==> config.mk <==
export PLATFORM = sky130hd
export DESIGN_NAME = phantom_clock_serial_access_top_flat
export DESIGN_NICKNAME = d
export VERILOG_FILES = /design/src/hw/rtl/pcsa_pkg.sv /design/src/hw/rtl/pcsa_ifs.sv /design/src/hw/rtl/pcsa_recog.sv /design/src/hw/rtl/pcsa_session.sv /design/src/hw/rtl/phantom_clock_serial_access_top.sv /design/src/flat_wrapper.sv
export SDC_FILE = /design/constraint.sdc
export NUM_CORES = 1
export LEC_CHECK = 0
export BUFFER_PORTS_ARGS = -buffer_cell sky130_fd_sc_hd__buf_4
export CORE_ASPECT_RATIO = 0.9
export CORE_UTILIZATION = 58
export CTS_BUF_LIST = sky130_fd_sc_hd__clkbuf_2
export CTS_CLUSTER_SIZE = 30
export DETAILED_ROUTE_END_ITERATION = 12
export GPL_ROUTABILITY_DRIVEN = 0
export MAX_ROUTING_LAYER = met4
export PLACE_DENSITY = 0.82
export SYNTH_ARGS = -nofsm -noshare
export SYNTH_HDL_FRONTEND = slang
export SYNTH_HIERARCHICAL = 1
export SYNTH_SLANG_ARGS = --single-unit
==> constraint.sdc <==
create_clock -name clk -period 5.4 [get_ports clk]
set_input_delay 0.81 -clock clk [delete_from_list [all_inputs] [get_ports clk]]
set_output_delay 0.81 -clock clk [all_outputs]
set_load 0.05 [all_outputs]
==> src/hw/rtl/pcsa_pkg.sv <==
// pcsa_pkg: shared types and constants for the phantom clock serial access block.
// No dependencies.
`default_nettype none

package pcsa_pkg;

  // Recognizer key, first bit in bit 0 (32-bit key sent twice).
  localparam logic [63:0] MATCH_PATTERN = 64'h5CA3_3AC5_5CA3_3AC5;
  localparam int unsigned PatLen        = 64;

  // Flag positions inside the time registers.
  localparam logic [7:0] H12_BIT  = 8'h80;
  localparam logic [7:0] OSC_BIT  = 8'h20;
  localparam logic [7:0] RST_BIT  = 8'h10;

  // Strip masks applied when a session closes.
  localparam logic [7:0] MASK_7F  = 8'h7f;
  localparam logic [7:0] MASK_3F  = 8'h3f;
  localparam logic [7:0] MASK_1F  = 8'h1f;
  localparam logic [7:0] MASK_07  = 8'h07;

  typedef logic [6:0] match_pos_t;
  typedef logic [5:0] bit_pos_t;

  // Session status from the store to the recognizer.
  typedef struct packed {
    logic open;
    logic done;
  } sess_status_t;

endpackage

`default_nettype wire

==> src/hw/rtl/pcsa_ifs.sv <==
// pcsa_in_if / pcsa_out_if: valid/ready channels of the phantom clock block.
// No dependencies.
`default_nettype none

interface pcsa_in_if;
  logic        valid;
  logic        ready;
  logic        addr_bit0;
  logic        addr_bit2;
  logic [7:0]  rom_byte;
  logic [63:0] time_now;

  modport source (output valid, addr_bit0, addr_bit2, rom_byte, time_now, input ready);
  modport sink   (input valid, addr_bit0, addr_bit2, rom_byte, time_now, output ready);
endinterface

interface pcsa_out_if;
  logic        valid;
  logic        ready;
  logic [7:0]  data_out;
  logic        session_done;
  logic [63:0] written_regs;
  logic [7:0]  changed_mask;
  logic        osc_stopped;
  logic        hours_12_mode;
  logic        reset_flag;

  modport source (output valid, data_out, session_done, written_regs, changed_mask,
                  osc_stopped, hours_12_mode, reset_flag, input ready);
  modport sink   (input valid, data_out, session_done, written_regs, changed_mask,
                  osc_stopped, hours_12_mode, reset_flag, output ready);
endinterface

`default_nettype wire

==> src/hw/rtl/pcsa_recog.sv <==
// pcsa_recog: 64-step key recognizer on address bit 0.
// Depends on pcsa_pkg.
`default_nettype none

module pcsa_recog (
  input  wire logic                  clk,
  input  wire logic                  rst,
  input  wire logic                  beat,
  input  wire logic                  a0,
  input  wire logic                  a2,
  input  wire pcsa_pkg::sess_status_t sess,
  output logic                       hit
);

  pcsa_pkg::match_pos_t match_pos, match_pos_next, pos_inc;
  logic                 blocked, blocked_next;
  logic                 want;

  always_comb begin
    match_pos_next = match_pos;
    blocked_next   = blocked;
    hit            = 1'b0;
    want           = pcsa_pkg::MATCH_PATTERN[match_pos[5:0]];
    pos_inc        = match_pos + 7'd1;
    if (sess.open) begin
      if (sess.done) begin
        match_pos_next = '0;
      end
    end else if (a2) begin
      match_pos_next = '0;
      blocked_next   = 1'b0;
    end else if (!blocked) begin
      if (a0 == want) begin
        match_pos_next = pos_inc;
        // full key seen
        hit = (pos_inc >= 7'(pcsa_pkg::PatLen));
        if (hit) begin
          match_pos_next = 7'(pcsa_pkg::PatLen);
        end
      end else begin
        blocked_next = 1'b1;
      end
    end
  end

  always_ff @(posedge clk) begin
    if (rst) begin
      match_pos <= '0;
      blocked   <= 1'b0;
    end else if (beat) begin
      match_pos <= match_pos_next;
      blocked   <= blocked_next;
    end
  end

endmodule

`default_nettype wire

==> src/hw/rtl/pcsa_session.sv <==
// pcsa_session: clock register store, bit-serial session and control flags.
// Depends on pcsa_pkg.
`default_nettype none

module pcsa_session (
  input  wire logic                   clk,
  input  wire logic                   rst,
  input  wire logic                   beat,
  input  wire logic                   a0,
  input  wire logic                   a2,
  input  wire logic                   hit,
  input  wire logic [63:0]            time_now,
  output pcsa_pkg::sess_status_t      sess,
  output logic                        rd_bit,
  output logic [63:0]                 written_regs,
  output logic [7:0]                  changed_mask,
  output logic                        osc_next,
  output logic                        h12_next,
  output logic                        rstf_next
);

  logic                 open, open_next;
  pcsa_pkg::bit_pos_t   bit_pos, bit_pos_next;
  logic [63:0]          store, store_next, store_wr, stripped, latched;
  logic [7:0]           marks, marks_next, marks_wr;
  logic                 osc_flag, h12_flag, rst_flag;
  logic                 done;

  assign done      = open && (&bit_pos);
  assign sess      = '{open: open, done: done};
  assign rd_bit    = store[bit_pos];

  always_comb begin
    store_wr = store;
    marks_wr = marks;
    if (!a2) begin
      store_wr[bit_pos] = a0;
      marks_wr          = marks | (8'd1 << bit_pos[5:3]);
    end

    stripped        = store_wr;
    stripped[15:8]  = store_wr[15:8]  & pcsa_pkg::MASK_7F;
    stripped[23:16] = store_wr[23:16] & pcsa_pkg::MASK_7F;
    stripped[31:24] = store_wr[31:24] & pcsa_pkg::MASK_3F;
    stripped[39:32] = store_wr[39:32] & pcsa_pkg::MASK_07;
    stripped[47:40] = store_wr[47:40] & pcsa_pkg::MASK_3F;
    stripped[55:48] = store_wr[55:48] & pcsa_pkg::MASK_1F;

    // time word with current flags overlaid
    latched         = time_now;
    latched[31:24]  = (time_now[31:24] & ~pcsa_pkg::H12_BIT)
                      | (h12_flag ? pcsa_pkg::H12_BIT : 8'h00);
    latched[39:32]  = (time_now[39:32] & ~(pcsa_pkg::OSC_BIT | pcsa_pkg::RST_BIT))
                      | (osc_flag ? pcsa_pkg::OSC_BIT : 8'h00)
                      | (rst_flag ? pcsa_pkg::RST_BIT : 8'h00);

    open_next    = open;
    bit_pos_next = bit_pos;
    store_next   = store;
    marks_next   = marks;
    osc_next     = osc_flag;
    h12_next     = h12_flag;
    rstf_next    = rst_flag;

    if (open) begin
      marks_next   = marks_wr;
      bit_pos_next = bit_pos + 6'd1;
      if (done) begin
        store_next = stripped;
        open_next  = 1'b0;
        h12_next   = store_wr[31];
        osc_next   = store_wr[37];
        rstf_next  = store_wr[36];
      end else begin
        store_next = store_wr;
      end
    end else if (hit) begin
      open_next    = 1'b1;
      bit_pos_next = '0;
      marks_next   = '0;
      store_next   = latched;
    end

    written_regs = done ? stripped : 64'd0;
    changed_mask = done ? marks_wr : 8'd0;
  end

  always_ff @(posedge clk) begin
    if (rst) begin
      open     <= 1'b0;
      bit_pos  <= '0;
      store    <= '0;
      marks    <= '0;
      osc_flag <= 1'b0;
      h12_flag <= 1'b0;
      rst_flag <= 1'b0;
    end else if (beat) begin
      open     <= open_next;
      bit_pos  <= bit_pos_next;
      store    <= store_next;
      marks    <= marks_next;
      osc_flag <= osc_next;
      h12_flag <= h12_next;
      rst_flag <= rstf_next;
    end
  end

endmodule

`default_nettype wire

==> src/hw/rtl/phantom_clock_serial_access_top.sv <==
// phantom_clock_serial_access_top: ROM-socket phantom clock interface, top level.
// Depends on pcsa_pkg, pcsa_ifs, pcsa_recog, pcsa_session.
`default_nettype none

// Each beat on in_ch is one ROM read; each produces exactly one beat on out_ch.
// The recognizer and session logic sit between the input port and a single
// output register, so a new beat is taken every cycle as long as out_ch
// drains (ready = output register empty or being taken). out_ch.valid rises
// on the cycle after the input beat.
// Outside a session, reads with addr_bit2 low feed addr_bit0 into a 64-bit key
// recognizer; a wrong bit blocks it until a read with addr_bit2 high restarts it.
// The full key latches time_now (with the 12-hour, oscillator-stop and reset
// flags overlaid) into the register store and opens a 64-beat session: reads
// with addr_bit2 high return the next clock bit on data_out[0], reads with it
// low write addr_bit0 into that bit. The 64th beat returns session_done with
// the stripped registers and the mask of registers written; the flag outputs
// always carry the flag state after the current beat.
module phantom_clock_serial_access_top (
  input  wire logic  clk,
  input  wire logic  rst,
  pcsa_in_if.sink    in_ch,
  pcsa_out_if.source out_ch
);

  logic                   beat;
  logic                   hit;
  logic                   rd_bit;
  pcsa_pkg::sess_status_t sess;
  logic [63:0]            written_regs;
  logic [7:0]             changed_mask;
  logic                   osc_next, h12_next, rstf_next;
  logic [7:0]             data_val;

  // Output register frees up when empty or being drained this cycle.
  assign in_ch.ready = !out_ch.valid || out_ch.ready;
  assign beat        = in_ch.valid && in_ch.ready;

  pcsa_recog u_recog (
    .clk  (clk),
    .rst  (rst),
    .beat (beat),
    .a0   (in_ch.addr_bit0),
    .a2   (in_ch.addr_bit2),
    .sess (sess),
    .hit  (hit)
  );

  pcsa_session u_session (
    .clk          (clk),
    .rst          (rst),
    .beat         (beat),
    .a0           (in_ch.addr_bit0),
    .a2           (in_ch.addr_bit2),
    .hit          (hit),
    .time_now     (in_ch.time_now),
    .sess         (sess),
    .rd_bit       (rd_bit),
    .written_regs (written_regs),
    .changed_mask (changed_mask),
    .osc_next     (osc_next),
    .h12_next     (h12_next),
    .rstf_next    (rstf_next)
  );

  // Clock bit replaces D0 only on read-bit accesses inside a session.
  assign data_val = (sess.open && in_ch.addr_bit2) ? {in_ch.rom_byte[7:1], rd_bit}
                                                   : in_ch.rom_byte;

  always_ff @(posedge clk) begin
    if (rst) begin
      out_ch.valid <= 1'b0;
    end else if (in_ch.ready) begin
      out_ch.valid <= in_ch.valid;
    end
  end

  // Payload: no reset needed.
  always_ff @(posedge clk) begin
    if (beat) begin
      out_ch.data_out      <= data_val;
      out_ch.session_done  <= sess.done;
      out_ch.written_regs  <= written_regs;
      out_ch.changed_mask  <= changed_mask;
      out_ch.osc_stopped   <= osc_next;
      out_ch.hours_12_mode <= h12_next;
      out_ch.reset_flag    <= rstf_next;
    end
  end

  // Key match never fires while a session is already open.
  a_hit_only_idle: assert property (@(posedge clk) disable iff (rst)
    beat && hit |-> !sess.open)
    else $error("key match during open session");

  // A closed session leaves the store idle on the next cycle.
  a_done_closes: assert property (@(posedge clk) disable iff (rst)
    beat && sess.done |=> !sess.open)
    else $error("session still open after last beat");

  // Register snapshot and mask only show up on the closing beat.
  a_quiet_outside_done: assert property (@(posedge clk) disable iff (rst)
    out_ch.valid && !out_ch.session_done |->
      out_ch.written_regs == 64'd0 && out_ch.changed_mask == 8'd0)
    else $error("register snapshot outside session end");

  // Stripped register 4 keeps only its low three bits.
  a_reg4_stripped: assert property (@(posedge clk) disable iff (rst)
    out_ch.valid && out_ch.session_done |-> out_ch.written_regs[39:35] == 5'd0)
    else $error("flag bits left in register 4");

endmodule

`default_nettype wire
==> src/flat_wrapper.sv <==
// flat-port wrapper written by rule: the top's interface ports become plain ports
module phantom_clock_serial_access_top_flat 
  (clk, rst, in_ch_valid, in_ch_addr_bit0, in_ch_addr_bit2, in_ch_rom_byte, in_ch_time_now, in_ch_ready, out_ch_valid, out_ch_data_out, out_ch_session_done, out_ch_written_regs, out_ch_changed_mask, out_ch_osc_stopped, out_ch_hours_12_mode, out_ch_reset_flag, out_ch_ready);
  pcsa_in_if in_ch_i ();
  pcsa_out_if out_ch_i ();
  input  wire logic clk;
  input  wire logic rst;
  input wire logic [$bits(in_ch_i.valid)-1:0] in_ch_valid;
  input wire logic [$bits(in_ch_i.addr_bit0)-1:0] in_ch_addr_bit0;
  input wire logic [$bits(in_ch_i.addr_bit2)-1:0] in_ch_addr_bit2;
  input wire logic [$bits(in_ch_i.rom_byte)-1:0] in_ch_rom_byte;
  input wire logic [$bits(in_ch_i.time_now)-1:0] in_ch_time_now;
  output wire logic [$bits(in_ch_i.ready)-1:0] in_ch_ready;
  output wire logic [$bits(out_ch_i.valid)-1:0] out_ch_valid;
  output wire logic [$bits(out_ch_i.data_out)-1:0] out_ch_data_out;
  output wire logic [$bits(out_ch_i.session_done)-1:0] out_ch_session_done;
  output wire logic [$bits(out_ch_i.written_regs)-1:0] out_ch_written_regs;
  output wire logic [$bits(out_ch_i.changed_mask)-1:0] out_ch_changed_mask;
  output wire logic [$bits(out_ch_i.osc_stopped)-1:0] out_ch_osc_stopped;
  output wire logic [$bits(out_ch_i.hours_12_mode)-1:0] out_ch_hours_12_mode;
  output wire logic [$bits(out_ch_i.reset_flag)-1:0] out_ch_reset_flag;
  input wire logic [$bits(out_ch_i.ready)-1:0] out_ch_ready;
  assign in_ch_i.valid = in_ch_valid;
  assign in_ch_i.addr_bit0 = in_ch_addr_bit0;
  assign in_ch_i.addr_bit2 = in_ch_addr_bit2;
  assign in_ch_i.rom_byte = in_ch_rom_byte;
  assign in_ch_i.time_now = in_ch_time_now;
  assign in_ch_ready = in_ch_i.ready;
  assign out_ch_valid = out_ch_i.valid;
  assign out_ch_data_out = out_ch_i.data_out;
  assign out_ch_session_done = out_ch_i.session_done;
  assign out_ch_written_regs = out_ch_i.written_regs;
  assign out_ch_changed_mask = out_ch_i.changed_mask;
  assign out_ch_osc_stopped = out_ch_i.osc_stopped;
  assign out_ch_hours_12_mode = out_ch_i.hours_12_mode;
  assign out_ch_reset_flag = out_ch_i.reset_flag;
  assign out_ch_i.ready = out_ch_ready;
  phantom_clock_serial_access_top u_core (.clk(clk), .rst(rst), .in_ch(in_ch_i), .out_ch(out_ch_i));
endmodule
# Word-level counts from Yosys, hierarchy flattened
# Memories as Yosys holds them, arrays and structs flattened. A register that Yosys moved wholly into a read port is not among the register bits.
# Cells that the tools add are included.
[op_classes] addsub=2 n_lt_le_gt_ge=4 n_eq_ne=4 shifts=1 muxes=43 bitwise_logic=5 n_reduce_logical=13
[ops] operator="2-to-1 mux 64 bit" n=3
[ops] operator="bitwise mux 64 bit" n=1
[ops] operator="2-to-1 mux 56 bit" n=1
[ops] operator="2-to-1 mux 7 bit" n=6
[ops] operator="2-to-1 mux 8 bit" n=4
[ops] operator="2-to-1 mux 6 bit" n=5
[ops] operator="2-to-1 mux 1 bit" n=20
[ops] operator="less-than comparator 6 x 7 -> 1 bit (second input constant)" n=2
[ops] operator="OR 7 x 8 -> 8 bit" n=1
[ops] operator="OR 8 x 5 -> 8 bit" n=1
[ops] operator="OR 8 x 6 -> 8 bit" n=1
[ops] operator="OR 8 bit" n=1
[ops] operator="left shift 1 x 3 -> 8 bit (first input constant)" n=1
[ops] operator="adder 7 x 1 -> 7 bit (second input constant)" n=1
[ops] operator="greater-or-equal comparator 7 bit (second input constant)" n=1
[ops] operator="adder 6 x 1 -> 6 bit (second input constant)" n=1
[ops] operator="binary-select mux 1 bit (select 6 bit)" n=1
[ops] operator="demux 1 bit (select 6 bit)" n=1
[ops] operator="greater-or-equal comparator 6 x 1 -> 1 bit (second input constant)" n=1
[ops] operator="AND reduction 6 bit" n=1
[ops] operator="2-to-1 mux 5 bit" n=1
[ops] operator="logical AND 1 bit" n=4
[ops] operator="AND reduction 2 bit" n=2
[ops] operator="AND reduction 4 bit" n=1
[ops] operator="other kinds (10)" n=10
[word_totals] reg_bits=175 mem_bits_ro=64 inputBits=78 output_inout_bits=86 wordCells=92 n_memories=1
[memory_table] memory="(name not given)" words=64 width=1 read_ports=1 rd_ports_with_merged_regs=1 write_ports=0 line_no="pcsa_recog.sv:23" source="want = pcsa_pkg::MATCH_PATTERN[match_pos[5:0]];"

# Longest topological paths before layout
[logic_depth] depth_word=9 mapped_depth=12 depth_no_buf=10

# Cells and area by module
# The synthesis kept the hierarchy.
[by_module_without_submodules] module="pcsa_session" n_inst=1 cells_per_inst=780 area_each_um2=5779.3 seq_area_each_um2=1641.6
[by_module_without_submodules] module="phantom_clock_serial_access_top" n_inst=1 cells_per_inst=91 area_each_um2=2590.0 seq_area_each_um2=2542.4
[by_module_without_submodules] module="pcsa_recog" n_inst=1 cells_per_inst=92 area_each_um2=742.0 seq_area_each_um2=180.2

# Worst setup path before layout
# Ideal clock, no wire load.
[synth_timing] kind="input-to-reg" from="in out_ch_ready" to="reg u_core.u_recog.match_pos[6]" setup_time_ns=0.070 arrival_time_ns=4.640 required_time_ns=5.330 setup_slack_ns=0.690 cell_stages=6 n_path_buf=0 cell_sequence="nand2b_4 -> and2_1 -> nand2_1 -> or2_2 -> or4_2 -> a21oi_1"
[synth_via] elab_chain_len=3
[synth_lines] item="start, declared" line_no="flat_wrapper.sv:22" source="input wire logic [$bits(out_ch_i.ready)-1:0] out_ch_ready;"
[synth_lines] item="logical OR 1 bit" line_no="phantom_clock_serial_access_top.sv:35" source="assign in_ch.ready = !out_ch.valid || out_ch.ready;"
[synth_lines] item="logical AND 1 bit" line_no="phantom_clock_serial_access_top.sv:36" source="assign beat = in_ch.valid && in_ch.ready;"
[synth_lines] item="via u_core.beat" line_no="phantom_clock_serial_access_top.sv:25" source="logic beat;"
[synth_lines] item="AND reduction 4 bit (no source line)"
[synth_lines] item="end signal, assigned" line_no="pcsa_recog.sv:51" source="match_pos <= match_pos_next;"
[synth_lines] item="end, declared" line_no="pcsa_recog.sv:15" source="pcsa_pkg::match_pos_t match_pos, match_pos_next, pos_inc;"
# The timed path passes the listed nets, and every way through them passes these cells.
# A chain may end at the register's enable or synchronous reset.

==> run metrics <==
Final Util=0.685; CTS Buf Count=17; global-route wire length before repair=about 38 mm; library cells used by synthesis=78; site row count=43; most frequent cells in the layout=175 x buf_4, 106 x nor2_1, 92 x nand2_1; status=complete, no violations; Detail Placement HPWL=roughly 16 mm; min-delay src=in_ch_rom_byte[3]; Wirelength per Cell=between 15 and 20 µm; Adder-Cell Fraction of Synth Area=0.00275; CTS Buffer Depth=2; worst skew pair latency=between 0.7 and 0.8 ns; synthesized instance count=roughly 960; io pins=164; register area share after synthesis=0.479; critical path data arrival time=around 4.4 ns; HP Class=in -> reg; initial core utilization=0.592; asr flop ratio synth=0; Pwr Total=around 2.5 mW; Post-synth EDFFs=84; post-CTS sizing=0; Final Cell Area=~11000 µm²; RSZ-0062 raised after global routing=false; DP Area=a little over 10000 µm²; r2r startpoint=u_core/u_session/bit_pos[1]; # fillers=1225; Crit Path Class=reg -> reg; TritonRoute pass-1 iters=6; syn avg cell area=approximately 9.5 µm²; clock sinks=roughly 180; clock-pin slew on the worst setup and hold paths=about 0.27 ns; CP required=6.05 ns; placed cell count=~1300; post-synthesis compound-gate area fraction=0.165; die area=around 16000 µm²; Tcrit/Tclk final=0.694; Layout area overhead=15.6%; Synth Warn #=6; Final min period=3.75 ns; total routed wirelength=between 20 and 25 mm; Fin Setup TNS=0 ns; simple-gate share of the synthesized area=0.204; CTS root buf=clkbuf_2; cts hold-fix bufs=0; die height=between 100 and 150 µm; Tightest Pin Transition=between 1 and 1.5 ns; die width=between 100 and 150 µm; worst hold endpoint=u_core/out_ch.data_out[3]; share of layout cells above drive strength 1=0.265; Hold Vio Cnt, Final=0; worst-case reg-to-reg path depth=10; Pins Over Slew Limit=0; initial antenna violation count=0; Fin Clk Skew=~0.034 ns; detailed-route via count=roughly 8100; P per Cell Area=between 200 and 250 nW/µm²; largest family of logic cells by synthesized area=simple AND/OR/NAND/NOR gates; GRT overflow=0; leakage=3.67 nW; FF-to-FF End=u_core/u_recog/want; Iteration-0 DRC Markers=between 1000 and 1500; crit start category=flip-flop; Avg Vias per Cell=~6.3; CP endpoint kind=flip-flop; all-layer global routing usage=0.309; synthesized cell area=approximately 9100 µm²; ANT cells=0; R2R setup slack=approximately 1.7 ns; Setup Fix Bufs, Post-CTS=0; crit path max fanout=30; max_slew headroom=0.171; CTS tree=yes; Max Fclk=approximately 270 MHz; worst vdd ir=0.166 mV; drt drc=0; fin nets=~1200; pin count of the biggest net entering global routing=79; H-tree levels=4; Finished Layout Cells=around 1300; Routed Antenna Nets=0; top_reg_cell synth=dfxtp_1; XOR/XNOR Fraction of Synth Area=0.00577; I/O Buffers=160; synthesized flop and latch total=about 180; hold path depth=1; setup violators final=0; multiplexer share of the synthesized area=0.0865; CORE AREA=~15000 µm²; most common cell after layout, fill and taps aside=buf_4; vias in the first global route=around 7300; max-cap violations=0
[per-stage QoR]
stage | setup slack, ns | hold slack, ns
floorplan | 0.690 | 0.437
CTS | 1.71 | 0.156
global route | 1.40 | 0.0820
global placement | 1.82 | 0.447
finish | 1.65 | 0.189
detailed placement | 1.75 | 0.454
[Yosys cell counts (18+ instances only)]
library cell  number  area, µm²
a21oi_1           82        410
a221oi_1          21        184
a22oi_1           52        390
buf_2             18       90.1
buf_4             18        135
clkbuf_1          51        191
dfxtp_1           92       1840
edfxtp_1          84       2520
mux2_2            48        541
mux2i_1           21        210
nand2_1           92        345
nand3_1           51        255
nor2_1           107        402
nor3_1            36        180
o21ai_0           24        120
[state kept, by name (all words and copies together) (netlist names), 6 cells and up]
signal and cells:
u_core/out_ch.changed_mask 8, u_core/out_ch.data_out 8, u_core/u_recog/match_pos 7, u_core/u_session/store 64, u_core/u_session/marks 8, u_core/u_session/bit_pos 6
u_core/out_ch.written_regs 64
[cell families after synthesis]
family          after synthesis
buf+inv                     108
compound gates              226
fa+ha+maj                     2
simple gates                373
other cells                   1
mux                          71
xor+xnor                      6
flops                       176
[final cells by class]
| class | count | area, µm² | share of cell area |
|---|---|---|---|
| clock buffer | 18 | 90.1 | 0.00855 |
| clock inverter | 14 | 176 | 0.0167 |
| inverter | 11 | 41.3 | 0.00392 |
| multi-input combinational | 692 | 4290 | 0.408 |
| sequential | 176 | 4370 | 0.414 |
| tap | 202 | 253 | 0.0240 |
| timing repair buffer | 175 | 1310 | 0.125 |
[routing by layer]
layer / part of all wire / vias to the layer above / GRT usage
met5: 0 / - / -
met4: 0.016 / 0 / 0.0969
met3: 0.11 / 46 / 0.0727
met2: 0.46 / 510 / 0.456
met1: 0.41 / 3770 / 0.422
li1: - / 3747 / -
[worst max path at each step]
| stage | endpoint | from |
|---|---|---|
| 3_5_place_dp | u_core/u_session/store[2] | in_ch_addr_bit0 |
| 3_3_place_gp | u_core/u_session/store[8] | in_ch_addr_bit0 |
| 5_1_grt | u_core/u_recog/want | u_core/u_session/bit_pos[1] |
| 6_report | u_core/u_recog/want | u_core/u_session/bit_pos[1] |
| 2_1_floorplan | u_core/u_recog/match_pos[6] | out_ch_ready |
| 4_1_cts | u_core/u_recog/want | u_core/u_session/bit_pos[1] |
[where the power goes]
part           internal [mW]  switching [mW]
Clock                  0.270           0.488
Combinational         0.0897           0.204
Sequential              1.43          0.0116
Total                   1.79           0.704
[worst max-delay path, stage by stage, from the launching register on]
cell       delay, ns
dfxtp_1         1.11
ha_1            0.34
and2_1          0.32
nand3_2         0.22
inv_1           0.23
or2b_4          0.19
nand2_1         0.12
o21a_1          0.27
a211o_1         0.30
and4b_1         0.19
a2111oi_1       0.34
Power figures use the tool's default switching activity.
